File: src/sv/imu_fp_pkg.sv
`default_nettype none

package imu_fp_pkg;

   // Frame header and length limits.
   localparam logic [7:0] HDR_FIRST  = 8'h7E;
   localparam logic [7:0] HDR_SECOND = 8'h23;
   localparam logic [7:0] LEN_MIN    = 8'd5;
   localparam logic [7:0] LEN_MAX    = 8'd64;

   // Reset values of the function code registers.
   localparam logic [7:0] EULER_CODE_RST  = 8'h26;
   localparam logic [7:0] MOTION_CODE_RST = 8'h04;

   // Configuration register indexes.
   localparam logic CSR_EULER_CODE  = 1'b0;
   localparam logic CSR_MOTION_CODE = 1'b1;

   // Byte counter codes with a meaning of their own; higher counts are payload.
   localparam logic [5:0] CNT_HUNT = 6'd0;
   localparam logic [5:0] CNT_HDR2 = 6'd1;
   localparam logic [5:0] CNT_LEN  = 6'd2;

   // Only frame positions 3 (function code) through 21 (last motion byte)
   // are ever read back, so only those are kept.
   localparam int STORE_LO = 3;
   localparam int STORE_HI = 21;

   // Frame kind codes.
   localparam logic KIND_EULER  = 1'b0;
   localparam logic KIND_MOTION = 1'b1;

   typedef logic [STORE_HI:STORE_LO][7:0] store_type;

   typedef struct packed {
      logic valid;
      logic kind;
   } hit_type;

endpackage

`default_nettype wire

File: src/sv/imu_fp_track.sv
`default_nettype none

module imu_fp_track (
   input  wire logic                clock,
   input  wire logic                reset,
   input  wire logic                req_valid,
   output logic                     req_ready,
   input  wire logic [7:0]          rx_byte,
   input  wire logic [7:0]          euler_code,
   input  wire logic [7:0]          motion_code,
   input  wire logic                hit_take,
   output imu_fp_pkg::hit_type      hit,
   output imu_fp_pkg::store_type    store
);

   logic [5:0]              cnt_ff, cnt_in;
   logic [6:0]              len_ff, len_in;
   logic [7:0]              sum_ff, sum_in;
   imu_fp_pkg::store_type   store_ff, store_in;
   imu_fp_pkg::hit_type     hit_ff, hit_in;
   logic [6:0]              cnt_inc;
   logic [7:0]              code;
   logic                    accept;

   // A pending hit blocks new bytes: the next frame would overwrite the store.
   assign req_ready = !hit_ff.valid || hit_take;
   assign accept    = req_valid && req_ready;
   assign code      = store_ff[imu_fp_pkg::STORE_LO];
   assign cnt_inc   = {1'b0, cnt_ff} + 7'd1;

   always_comb begin
      cnt_in   = cnt_ff;
      len_in   = len_ff;
      sum_in   = sum_ff;
      store_in = store_ff;
      hit_in   = hit_ff;
      if (hit_take) begin
         hit_in.valid = 1'b0;
      end
      if (accept) begin
         if (cnt_ff >= 6'(imu_fp_pkg::STORE_LO) && cnt_ff <= 6'(imu_fp_pkg::STORE_HI)) begin
            store_in[cnt_ff[4:0]] = rx_byte;
         end
         case (cnt_ff)
            imu_fp_pkg::CNT_HUNT: begin
               if (rx_byte == imu_fp_pkg::HDR_FIRST) begin
                  cnt_in = imu_fp_pkg::CNT_HDR2;
                  sum_in = rx_byte;
               end
            end
            imu_fp_pkg::CNT_HDR2: begin
               if (rx_byte != imu_fp_pkg::HDR_SECOND) begin
                  cnt_in = imu_fp_pkg::CNT_HUNT;
               end else begin
                  cnt_in = imu_fp_pkg::CNT_LEN;
                  sum_in = sum_ff + rx_byte;
               end
            end
            imu_fp_pkg::CNT_LEN: begin
               if (rx_byte < imu_fp_pkg::LEN_MIN || rx_byte > imu_fp_pkg::LEN_MAX) begin
                  cnt_in = imu_fp_pkg::CNT_HUNT;
               end else begin
                  cnt_in = cnt_inc[5:0];
                  len_in = rx_byte[6:0];
                  sum_in = sum_ff + rx_byte;
               end
            end
            default: begin
               if (cnt_inc == len_ff) begin
                  // Last byte of the frame: it is the checksum.
                  cnt_in = imu_fp_pkg::CNT_HUNT;
                  if (sum_ff == rx_byte && (code == euler_code || code == motion_code)) begin
                     hit_in.valid = 1'b1;
                     hit_in.kind  = (code == euler_code) ? imu_fp_pkg::KIND_EULER
                                                          : imu_fp_pkg::KIND_MOTION;
                  end
               end else begin
                  cnt_in = cnt_inc[5:0];
                  sum_in = sum_ff + rx_byte;
               end
            end
         endcase
      end
   end

   always_ff @(posedge clock) begin
      if (reset) begin
         cnt_ff   <= imu_fp_pkg::CNT_HUNT;
         len_ff   <= '0;
         sum_ff   <= '0;
         store_ff <= '0;
         hit_ff   <= '0;
      end else begin
         cnt_ff   <= cnt_in;
         len_ff   <= len_in;
         sum_ff   <= sum_in;
         store_ff <= store_in;
         hit_ff   <= hit_in;
      end
   end

   assign hit   = hit_ff;
   assign store = store_ff;

   // A hit that is not taken stays, with its kind.
   assert property (@(posedge clock) disable iff (reset)
      hit_ff.valid && !hit_take |=> hit_ff.valid && $stable(hit_ff.kind))
      else $error("pending hit lost or changed");

   // A hit only appears right after a byte was taken.
   assert property (@(posedge clock) disable iff (reset)
      $rose(hit_ff.valid) |-> $past(accept))
      else $error("hit without a byte");

   // Inside a frame body the count stays below a legal length.
   assert property (@(posedge clock) disable iff (reset)
      cnt_ff > imu_fp_pkg::CNT_LEN |-> len_ff >= 7'd5 && len_ff <= 7'd64 && {1'b0, cnt_ff} < len_ff)
      else $error("byte count outside frame");

endmodule

`default_nettype wire

File: src/sv/imu_fp_decode.sv
`default_nettype none

module imu_fp_decode (
   input  wire logic                  clock,
   input  wire logic                  reset,
   input  wire imu_fp_pkg::hit_type   hit,
   input  wire imu_fp_pkg::store_type store,
   output logic                       hit_take,
   output logic                       rsp_valid,
   input  wire logic                  rsp_ready,
   output logic                       rsp_frame_kind,
   output logic signed [31:0]         rsp_value_0,
   output logic signed [31:0]         rsp_value_1,
   output logic signed [31:0]         rsp_value_2,
   output logic signed [15:0]         rsp_value_3,
   output logic signed [15:0]         rsp_value_4,
   output logic signed [15:0]         rsp_value_5,
   output logic signed [15:0]         rsp_value_6,
   output logic signed [15:0]         rsp_value_7,
   output logic signed [15:0]         rsp_value_8
);

   logic                valid_ff, valid_in;
   logic                kind_ff;
   logic signed [31:0]  wide_ff [3];
   logic signed [15:0]  narrow_ff [6];
   logic signed [31:0]  wide_in [3];
   logic signed [15:0]  narrow_in [6];
   logic                euler;

   assign hit_take = hit.valid && (!valid_ff || rsp_ready);
   assign valid_in = hit_take || (valid_ff && !rsp_ready);
   assign euler    = (hit.kind == imu_fp_pkg::KIND_EULER);

   always_comb begin
      if (euler) begin
         wide_in[0] = {store[7], store[6], store[5], store[4]};
         wide_in[1] = {store[11], store[10], store[9], store[8]};
         wide_in[2] = {store[15], store[14], store[13], store[12]};
         for (int k = 0; k < 6; k++) begin
            narrow_in[k] = '0;
         end
      end else begin
         wide_in[0] = {{16{store[5][7]}}, store[5], store[4]};
         wide_in[1] = {{16{store[7][7]}}, store[7], store[6]};
         wide_in[2] = {{16{store[9][7]}}, store[9], store[8]};
         narrow_in[0] = {store[11], store[10]};
         narrow_in[1] = {store[13], store[12]};
         narrow_in[2] = {store[15], store[14]};
         narrow_in[3] = {store[17], store[16]};
         narrow_in[4] = {store[19], store[18]};
         narrow_in[5] = {store[21], store[20]};
      end
   end

   always_ff @(posedge clock) begin
      if (reset) begin
         valid_ff <= 1'b0;
      end else begin
         valid_ff <= valid_in;
      end
   end

   always_ff @(posedge clock) begin
      if (hit_take) begin
         kind_ff   <= hit.kind;
         wide_ff   <= wide_in;
         narrow_ff <= narrow_in;
      end
   end

   assign rsp_valid      = valid_ff;
   assign rsp_frame_kind = kind_ff;
   assign rsp_value_0    = wide_ff[0];
   assign rsp_value_1    = wide_ff[1];
   assign rsp_value_2    = wide_ff[2];
   assign rsp_value_3    = narrow_ff[0];
   assign rsp_value_4    = narrow_ff[1];
   assign rsp_value_5    = narrow_ff[2];
   assign rsp_value_6    = narrow_ff[3];
   assign rsp_value_7    = narrow_ff[4];
   assign rsp_value_8    = narrow_ff[5];

   // Taking a hit always leaves a result waiting.
   assert property (@(posedge clock) disable iff (reset)
      hit_take |=> valid_ff)
      else $error("hit taken but no result");

   // Euler results carry zero samples in the short fields.
   assert property (@(posedge clock) disable iff (reset)
      valid_ff && kind_ff == imu_fp_pkg::KIND_EULER |-> narrow_ff[0] == '0 && narrow_ff[5] == '0)
      else $error("euler result with nonzero sample fields");

endmodule

`default_nettype wire

File: src/sv/imu_frame_parser.sv
// The checksum byte sets the hit register; the result register then holds the item.
// Throughput: one byte item per cycle; a finished frame needs at least five bytes.
// The byte side stalls only while a finished frame waits behind an unread result.
// Reset (synchronous, active high) clears the frame store, byte count, checksum,
// pending result and loads function codes 0x26 (euler) and 0x04 (motion).
`default_nettype none

module imu_frame_parser (
   input  wire logic               clock,
   input  wire logic               reset,
   // Byte input channel.
   input  wire logic               req_valid,
   output logic                    req_ready,
   input  wire logic [7:0]         req_rx_byte,
   // Decoded frame channel.
   output logic                    rsp_valid,
   input  wire logic               rsp_ready,
   output logic                    rsp_frame_kind,
   output logic signed [31:0]      rsp_value_0,
   output logic signed [31:0]      rsp_value_1,
   output logic signed [31:0]      rsp_value_2,
   output logic signed [15:0]      rsp_value_3,
   output logic signed [15:0]      rsp_value_4,
   output logic signed [15:0]      rsp_value_5,
   output logic signed [15:0]      rsp_value_6,
   output logic signed [15:0]      rsp_value_7,
   output logic signed [15:0]      rsp_value_8,
   // Configuration write port.
   input  wire logic               csr_we,
   input  wire logic               csr_index,
   input  wire logic [7:0]         csr_wdata
);

   logic [7:0]              euler_code_ff, euler_code_in;
   logic [7:0]              motion_code_ff, motion_code_in;
   imu_fp_pkg::hit_type     hit;
   imu_fp_pkg::store_type   store;
   logic                    hit_take;

   // The user writes code registers only while the parser is idle; not enforced.
   always_comb begin
      euler_code_in  = euler_code_ff;
      motion_code_in = motion_code_ff;
      if (csr_we) begin
         case (csr_index)
            imu_fp_pkg::CSR_EULER_CODE:  euler_code_in  = csr_wdata;
            imu_fp_pkg::CSR_MOTION_CODE: motion_code_in = csr_wdata;
            default: ;
         endcase
      end
   end

   always_ff @(posedge clock) begin
      if (reset) begin
         euler_code_ff  <= imu_fp_pkg::EULER_CODE_RST;
         motion_code_ff <= imu_fp_pkg::MOTION_CODE_RST;
      end else begin
         euler_code_ff  <= euler_code_in;
         motion_code_ff <= motion_code_in;
      end
   end

   // The tracker follows the header, length and running checksum byte by byte,
   // keeps the payload positions that decoding reads, and flags a frame whose
   // checksum and function code are good. The store keeps older contents past
   // the end of a short frame, so such fields come from earlier frames.
   imu_fp_track u_track (
      .clock       (clock),
      .reset       (reset),
      .req_valid   (req_valid),
      .req_ready   (req_ready),
      .rx_byte     (req_rx_byte),
      .euler_code  (euler_code_ff),
      .motion_code (motion_code_ff),
      .hit_take    (hit_take),
      .hit         (hit),
      .store       (store)
   );

   // The decoder picks the little-endian fields out of the store when it takes
   // the hit and holds them in the result register until taken. No byte lands
   // in the store in between: the tracker holds off bytes until the hit is taken.
   imu_fp_decode u_decode (
      .clock          (clock),
      .reset          (reset),
      .hit            (hit),
      .store          (store),
      .hit_take       (hit_take),
      .rsp_valid      (rsp_valid),
      .rsp_ready      (rsp_ready),
      .rsp_frame_kind (rsp_frame_kind),
      .rsp_value_0    (rsp_value_0),
      .rsp_value_1    (rsp_value_1),
      .rsp_value_2    (rsp_value_2),
      .rsp_value_3    (rsp_value_3),
      .rsp_value_4    (rsp_value_4),
      .rsp_value_5    (rsp_value_5),
      .rsp_value_6    (rsp_value_6),
      .rsp_value_7    (rsp_value_7),
      .rsp_value_8    (rsp_value_8)
   );

endmodule

`default_nettype wire
File: config.mk
export PLATFORM = sky130hd
export DESIGN_NAME = imu_frame_parser
export DESIGN_NICKNAME = d
export VERILOG_FILES = /design/src/sv/imu_fp_pkg.sv /design/src/sv/imu_fp_track.sv /design/src/sv/imu_fp_decode.sv /design/src/sv/imu_frame_parser.sv
export SDC_FILE = /design/constraint.sdc
export NUM_CORES = 1
export LEC_CHECK = 0
export BUFFER_PORTS_ARGS = -buffer_cell sky130_fd_sc_hd__buf_2
export CORE_MARGIN = 3
export CORE_UTILIZATION = 55
export DETAILED_ROUTE_END_ITERATION = 6
export PLACE_DENSITY_LB_ADDON = 0.25
export SLEW_MARGIN = 40
export SYNTH_ARGS = -nofsm -noshare
export SYNTH_HDL_FRONTEND = slang
export SYNTH_HIERARCHICAL = 1
export SYNTH_SLANG_ARGS = --single-unit
File: constraint.sdc
create_clock -name clock -period 8.14 [get_ports clock]
set_input_delay 0.814 -clock clock [delete_from_list [all_inputs] [get_ports clock]]
set_output_delay 0.814 -clock clock [all_outputs]
set_load 0.005 [all_outputs]
### Yosys cells after proc, flatten, opt, wreduce, memory -nomap -nowiden

Cells that the tools add are included.

* $add $sub $neg: 2
* bitwise logic cells: 3
* reduce and logical (&&, ||, !) cells: 23
* eq/ne operators: 12
* multiplexer cells: 20
* order comparisons: 6

Operators by type and width (count)
* $bwmux 152: 1
* $mux 96: 1
* $demux 8 s5: 1
* $mux 8: 5
* $eq 8x8->1: 3
* $pmux 8 s3: 1
* $mux 6: 3
* $pmux 6 s3: 1
* $mux 2: 5
* $add 8x8->8: 1
* $eq 8x7->1 const B: 1
* $gt 8x7->1 const B: 1
* $lt 8x3->1 const B: 1
* $ne 8x6->1 const B: 1
* $reduce_and 2->1: 4
* $add 6x1->7 const B: 1
* $eq 7x7->1: 1
* $eq 6x1->1 const B: 1
* $eq 6x2->1 const B: 1
* $ge 6x2->1 const B: 1
* $le 6x5->1 const B: 1
* $logic_and 1x1->1: 6
* $logic_not 6->1: 1
* $lt 5x6->1 const B: 1
* other kinds (12): 22

* bits in registers: 385
* logic and storage cells: 103

### Longest topological paths before layout

* word-level depth: 8
* mapped depth: 11
* mapped depth without buffers: 10

### Hierarchy

The synthesis kept the hierarchy.

Modules (own cells, without submodules)
* imu_fp_track: area each 7467.2 um^2, seq. area each 3503.4 um^2, instances 1, cells an instance 842
* imu_fp_decode: area each 7372.1 um^2, seq. area each 5815.6 um^2, instances 1, cells an instance 450
* imu_frame_parser: area each 690.7 um^2, seq. area each 320.3 um^2, instances 1, cells an instance 67

### Least setup slack after synthesis

Ideal clock, no wire load.

* path kind: input port to flip-flop
* start point: input port rsp_ready
* end point: register u_track.store_ff, in the netlist u_track/store[127]
* arrival: 7.449 ns
* slack: 0.563 ns
* stages: 10
* buffers on the path: 1
* path through: nand2b_1 and2_1 nand2b_1 nand2_1 a2111oi_0 and2_1 buf_2 nand2_1 mux2i_1 nor2_1

* cells in the longest elaborated chain, start to end: 5

Ends and longest elaborated chain
* start, declared: RTL line imu_frame_parser.sv:17 `input wire logic rsp_ready,`
* $logic_or 1x1->1: RTL line imu_fp_decode.sv:31 `assign hit_take = hit.valid && (!valid_ff || rsp_ready);`
* $logic_and 1x1->1: RTL line imu_fp_decode.sv:31
* net hit_take: RTL line imu_frame_parser.sv:38 `logic hit_take;`
* $logic_or 1x1->1: RTL line imu_fp_track.sv:26 `assign req_ready = !hit_ff.valid || hit_take;`
* net req_ready: RTL line imu_frame_parser.sv:13 `output logic req_ready,`
* $logic_and 1x1->1: RTL line imu_fp_track.sv:27 `assign accept = req_valid && req_ready;`
* $reduce_and 2->1 (no line)
* end signal, assigned: RTL line imu_fp_track.sv:97 `store_ff <= store_in;`
* end, declared: RTL line imu_fp_track.sv:19 `imu_fp_pkg::store_type store_ff, store_in;`

The timed path passes the listed nets, and every way through them passes these cells.
A chain may end at the register's enable or synchronous reset.

### Worst setup path in the final report

* start point: input port rsp_ready
* end point: register u_track.store_ff, in the netlist u_track/store[74]

* cells in the longest elaborated chain, start to end: 5

Ends and longest elaborated chain (RTL line)
* $logic_or 1x1->1: imu_fp_decode.sv:31
* $logic_and 1x1->1: imu_fp_decode.sv:31
* net hit_take: imu_frame_parser.sv:38
* $logic_or 1x1->1: imu_fp_track.sv:26
* $logic_and 1x1->1: imu_fp_track.sv:27
* $reduce_and 2->1 (no line)

The timed path passes the listed nets, and every way through them passes these cells.

==> impl_metrics.toml <==
[outcome]
status = "finished clean"

[floorplan]
dieArea_um2 = 30300
initial_core_util = 0.568
die_h_um = 174
std_cell_rows = 60
fp.dieW_um = 174
core_um2 = 27300
num_io_pins = 217

[yosys]
synthXorXnorAreaFrac = 0.0180
async_flop_share = 0
ys_seq_elements = 385
synthSimpleGateAreaFrac = 0.149
synth-compound-area-share = 0.0671
muxShareOfSynthArea = 0.0891
yosys_warnings = 6
synth_flop_cell = "edfxtp_1"
netlist_area_um2 = 15500
ys_seq_area_frac = 0.621
synth_fa_ha_area_frac = 0.0110
synth_cells = 1359
synth_top_family_by_area = "simple AND/OR/NAND/NOR gates"
yosysUniqueCellTypes = 60
synth_enable_flop_cells = 193
syn_nets = 1394
avgSynthCellArea_um2 = 11.4

[clock_network]
tritoncts = "done"
clock_sinks = 385
clk_pin_slew_worst_paths_ns = 0.06
postCtsHoldBufs = 0
clk_path_buf_depth = 3
post_cts_resize_count = 0
cts_buffers = 40
clk_latency_ns = 0.53
cts_root_buf = "clkbuf_16"
htreeDepth = 2
postCtsSetupRepairBufs = 0

[critical_path]
startpoint_type = "primary input"
cp-end-kind = "register"
path_buf_inv = 2
crit_type = "primary input to register"
cp_top_family = "simple AND/OR/NAND/NOR gates"
worstPathMaxFanout = 53
cp.required_ns = 8.51
path_cells = "buf_2, nand2b_1, and2_4, nand2b_1, nand2_1, a2111oi_2, and2_1, buf_4, nand2_1, nand2_1, a21oi_1"
slowest_delay_ns = 0.62
cpMaxStageDelayCell = "and2_4"
crit_top_cell = "nand2_1"
worstPathArrival_ns = 3.78

[final_layout]
fillCellCount = 2129
antenna_cells = 0
design_area_um2 = 18100
drive_above_1_share = 0.222
nNetsFinal = 1572
area_growth_syn_to_layout_pct = 16.3
final_cell_mix = "215 x buf_2, 193 x edfxtp_1, 191 x dfxtp_1, 110 x nor2_1, 103 x mux2i_1"
final_core_utilization = 0.661
layout_commonest_cell = "buf_2"

[sta]
final.setup.tns_ns = 0
max_freq_mhz = 293
period_share = 0.419
hold_viol = 0
worst_pin_slew_ns = 0.775
fin_skew_ns = 0.0165
fin_hold_ws_ns = 0.430
drv_slew = 0
setup_viol = 0
rsz0062_at_grt = "false"
post-route-min-period_ns = 3.41
relSlewSlack = 0.483

[global_route]
grt-ovfl-total = 0
grt_pass1_wl_um = 54600
grt_pass1_vias = 10056
grt_start_max_net_pins = 112
grt_usage = 0.222
antenna_found_initial = 0

[detailed_routing]
drcViolationCount = 0
dr.pass1.iters = 5
wire_per_inst_um = 17.9
viasPerCell = 5.38
drt-total-wl_um = 34800
drtIter0Drc = 775
antenna_left = 0
vias = 10452

[placement]
postPlaceCellArea_um2 = 16700
numPortBuffers = 216
routabilityCongestion = 0.829
place_hpwl_um = 21700

[power]
peakVddDrop_mv = 0.155
cellPowerDensity_nw_per_um2 = 214
static-leakage-power_nw = 7.02
finalPower_mw = 3.87

[run]
drv_cap = 0

[worst_hold_path]
hold_class = "register to register"
==> state kept, by name (all words and copies together) (netlist names), 2 cells and up <==
signal / count
u_decode/rsp_value_2: 32
u_decode/rsp_value_8: 16
u_track/code: 8
u_decode/rsp_value_6: 16
u_track/cnt_ff: 6
u_decode/rsp_value_4: 16
u_decode/rsp_value_0: 32
u_decode/rsp_value_1: 32
u_track/len_ff: 7
u_track/hit: 2
u_decode/rsp_value_5: 16
motion_code_ff: 8
u_track/store: 144
euler_code_ff: 8
u_track/sum_ff: 8
u_decode/rsp_value_7: 16
u_decode/rsp_value_3: 16
==> layout make-up <==
cell class / count / area [um^2] / area share
Clock inverter: 7 / 77.6 / 0.00429
Inverter: 63 / 236 / 0.0131
Tap cell: 372 / 465 / 0.0258
Multi-Input combinational cell: 820 / 5230 / 0.290
Clock buffer: 67 / 1230 / 0.0679
Timing Repair Buffer: 227 / 1180 / 0.0655
Sequential cell: 385 / 9640 / 0.534
==> cell families after synthesis <==
family,after synthesis
AND/OR/NAND/NOR,464
flip-flops,385
AO/OA/AOI/OAI,178
buffers and inverters,154
multiplexers,133
XOR/XNOR,32
adder cells (fa/ha/maj),13
==> worst paths after layout <==
kind / to / startpoint / slack [ns] / cells after the start
min reg2reg: u_decode/rsp_value_0[9] / u_track/store[17] / 0.43 / 0
min: u_decode/rsp_value_0[9] / u_track/store[17] / 0.43 / 0
max reg2reg: u_track/store[74] / u_decode/rsp_valid / 4.79 / 10
max: u_track/store[74] / rsp_ready / 4.73 / 11
==> synth_stat cells (11+ instances only) <==
cell type	number	share of area
nand2_1	97	0.023
nor3_1	14	0.0045
inv_1	61	0.015
buf_2	17	0.0055
o21ai_0	60	0.019
ha_1	12	0.0097
edfxtp_1	193	0.37
nand3_1	82	0.026
xnor2_1	21	0.012
nor2_1	110	0.027
dfxtp_1	192	0.25
and2_1	102	0.041
clkbuf_1	60	0.015
a21oi_1	87	0.028
mux2i_1	103	0.066
xor2_1	11	0.0062
nand2b_1	18	0.0073
mux2_2	26	0.019
==> worst reg2reg max path: cells and delay by family (launching register included) <==
kind	cells	cell delay [ns]
compound gates	2	0.66
simple gates	7	1.92
buf+inv	1	0.31
flops	1	0.33
==> per-stage QoR <==
stage	std cells	setup slack, ns
after global routing	1941	4.43
after detailed placement	1867	3.87
final	1941	4.73
after CTS	1941	4.38
after global placement	1867	4.12
after floorplan	1359	0.563
==> report_power, final <==
part	internal, mW	switching [mW]	total [mW]	leakage [nW]
clock network	1.06	0.713	1.77	0.632
registers	2.02	0.00323	2.02	3.33
logic	0.0195	0.0544	0.0739	3.07
==> layer usage <==
| metal | vias to the layer above | global-route usage | share of wire |
|---|---|---|---|
| met2 | 349 | 0.370 | 0.48 |
| met1 | 5008 | 0.303 | 0.43 |
| li1 | 5041 | - | - |
| met4 | 0 | 0.0566 | 0.018 |
| met5 | - | 0 | 0 |
| met3 | 54 | 0.0422 | 0.070 |
Power figures use the tool's default switching activity.
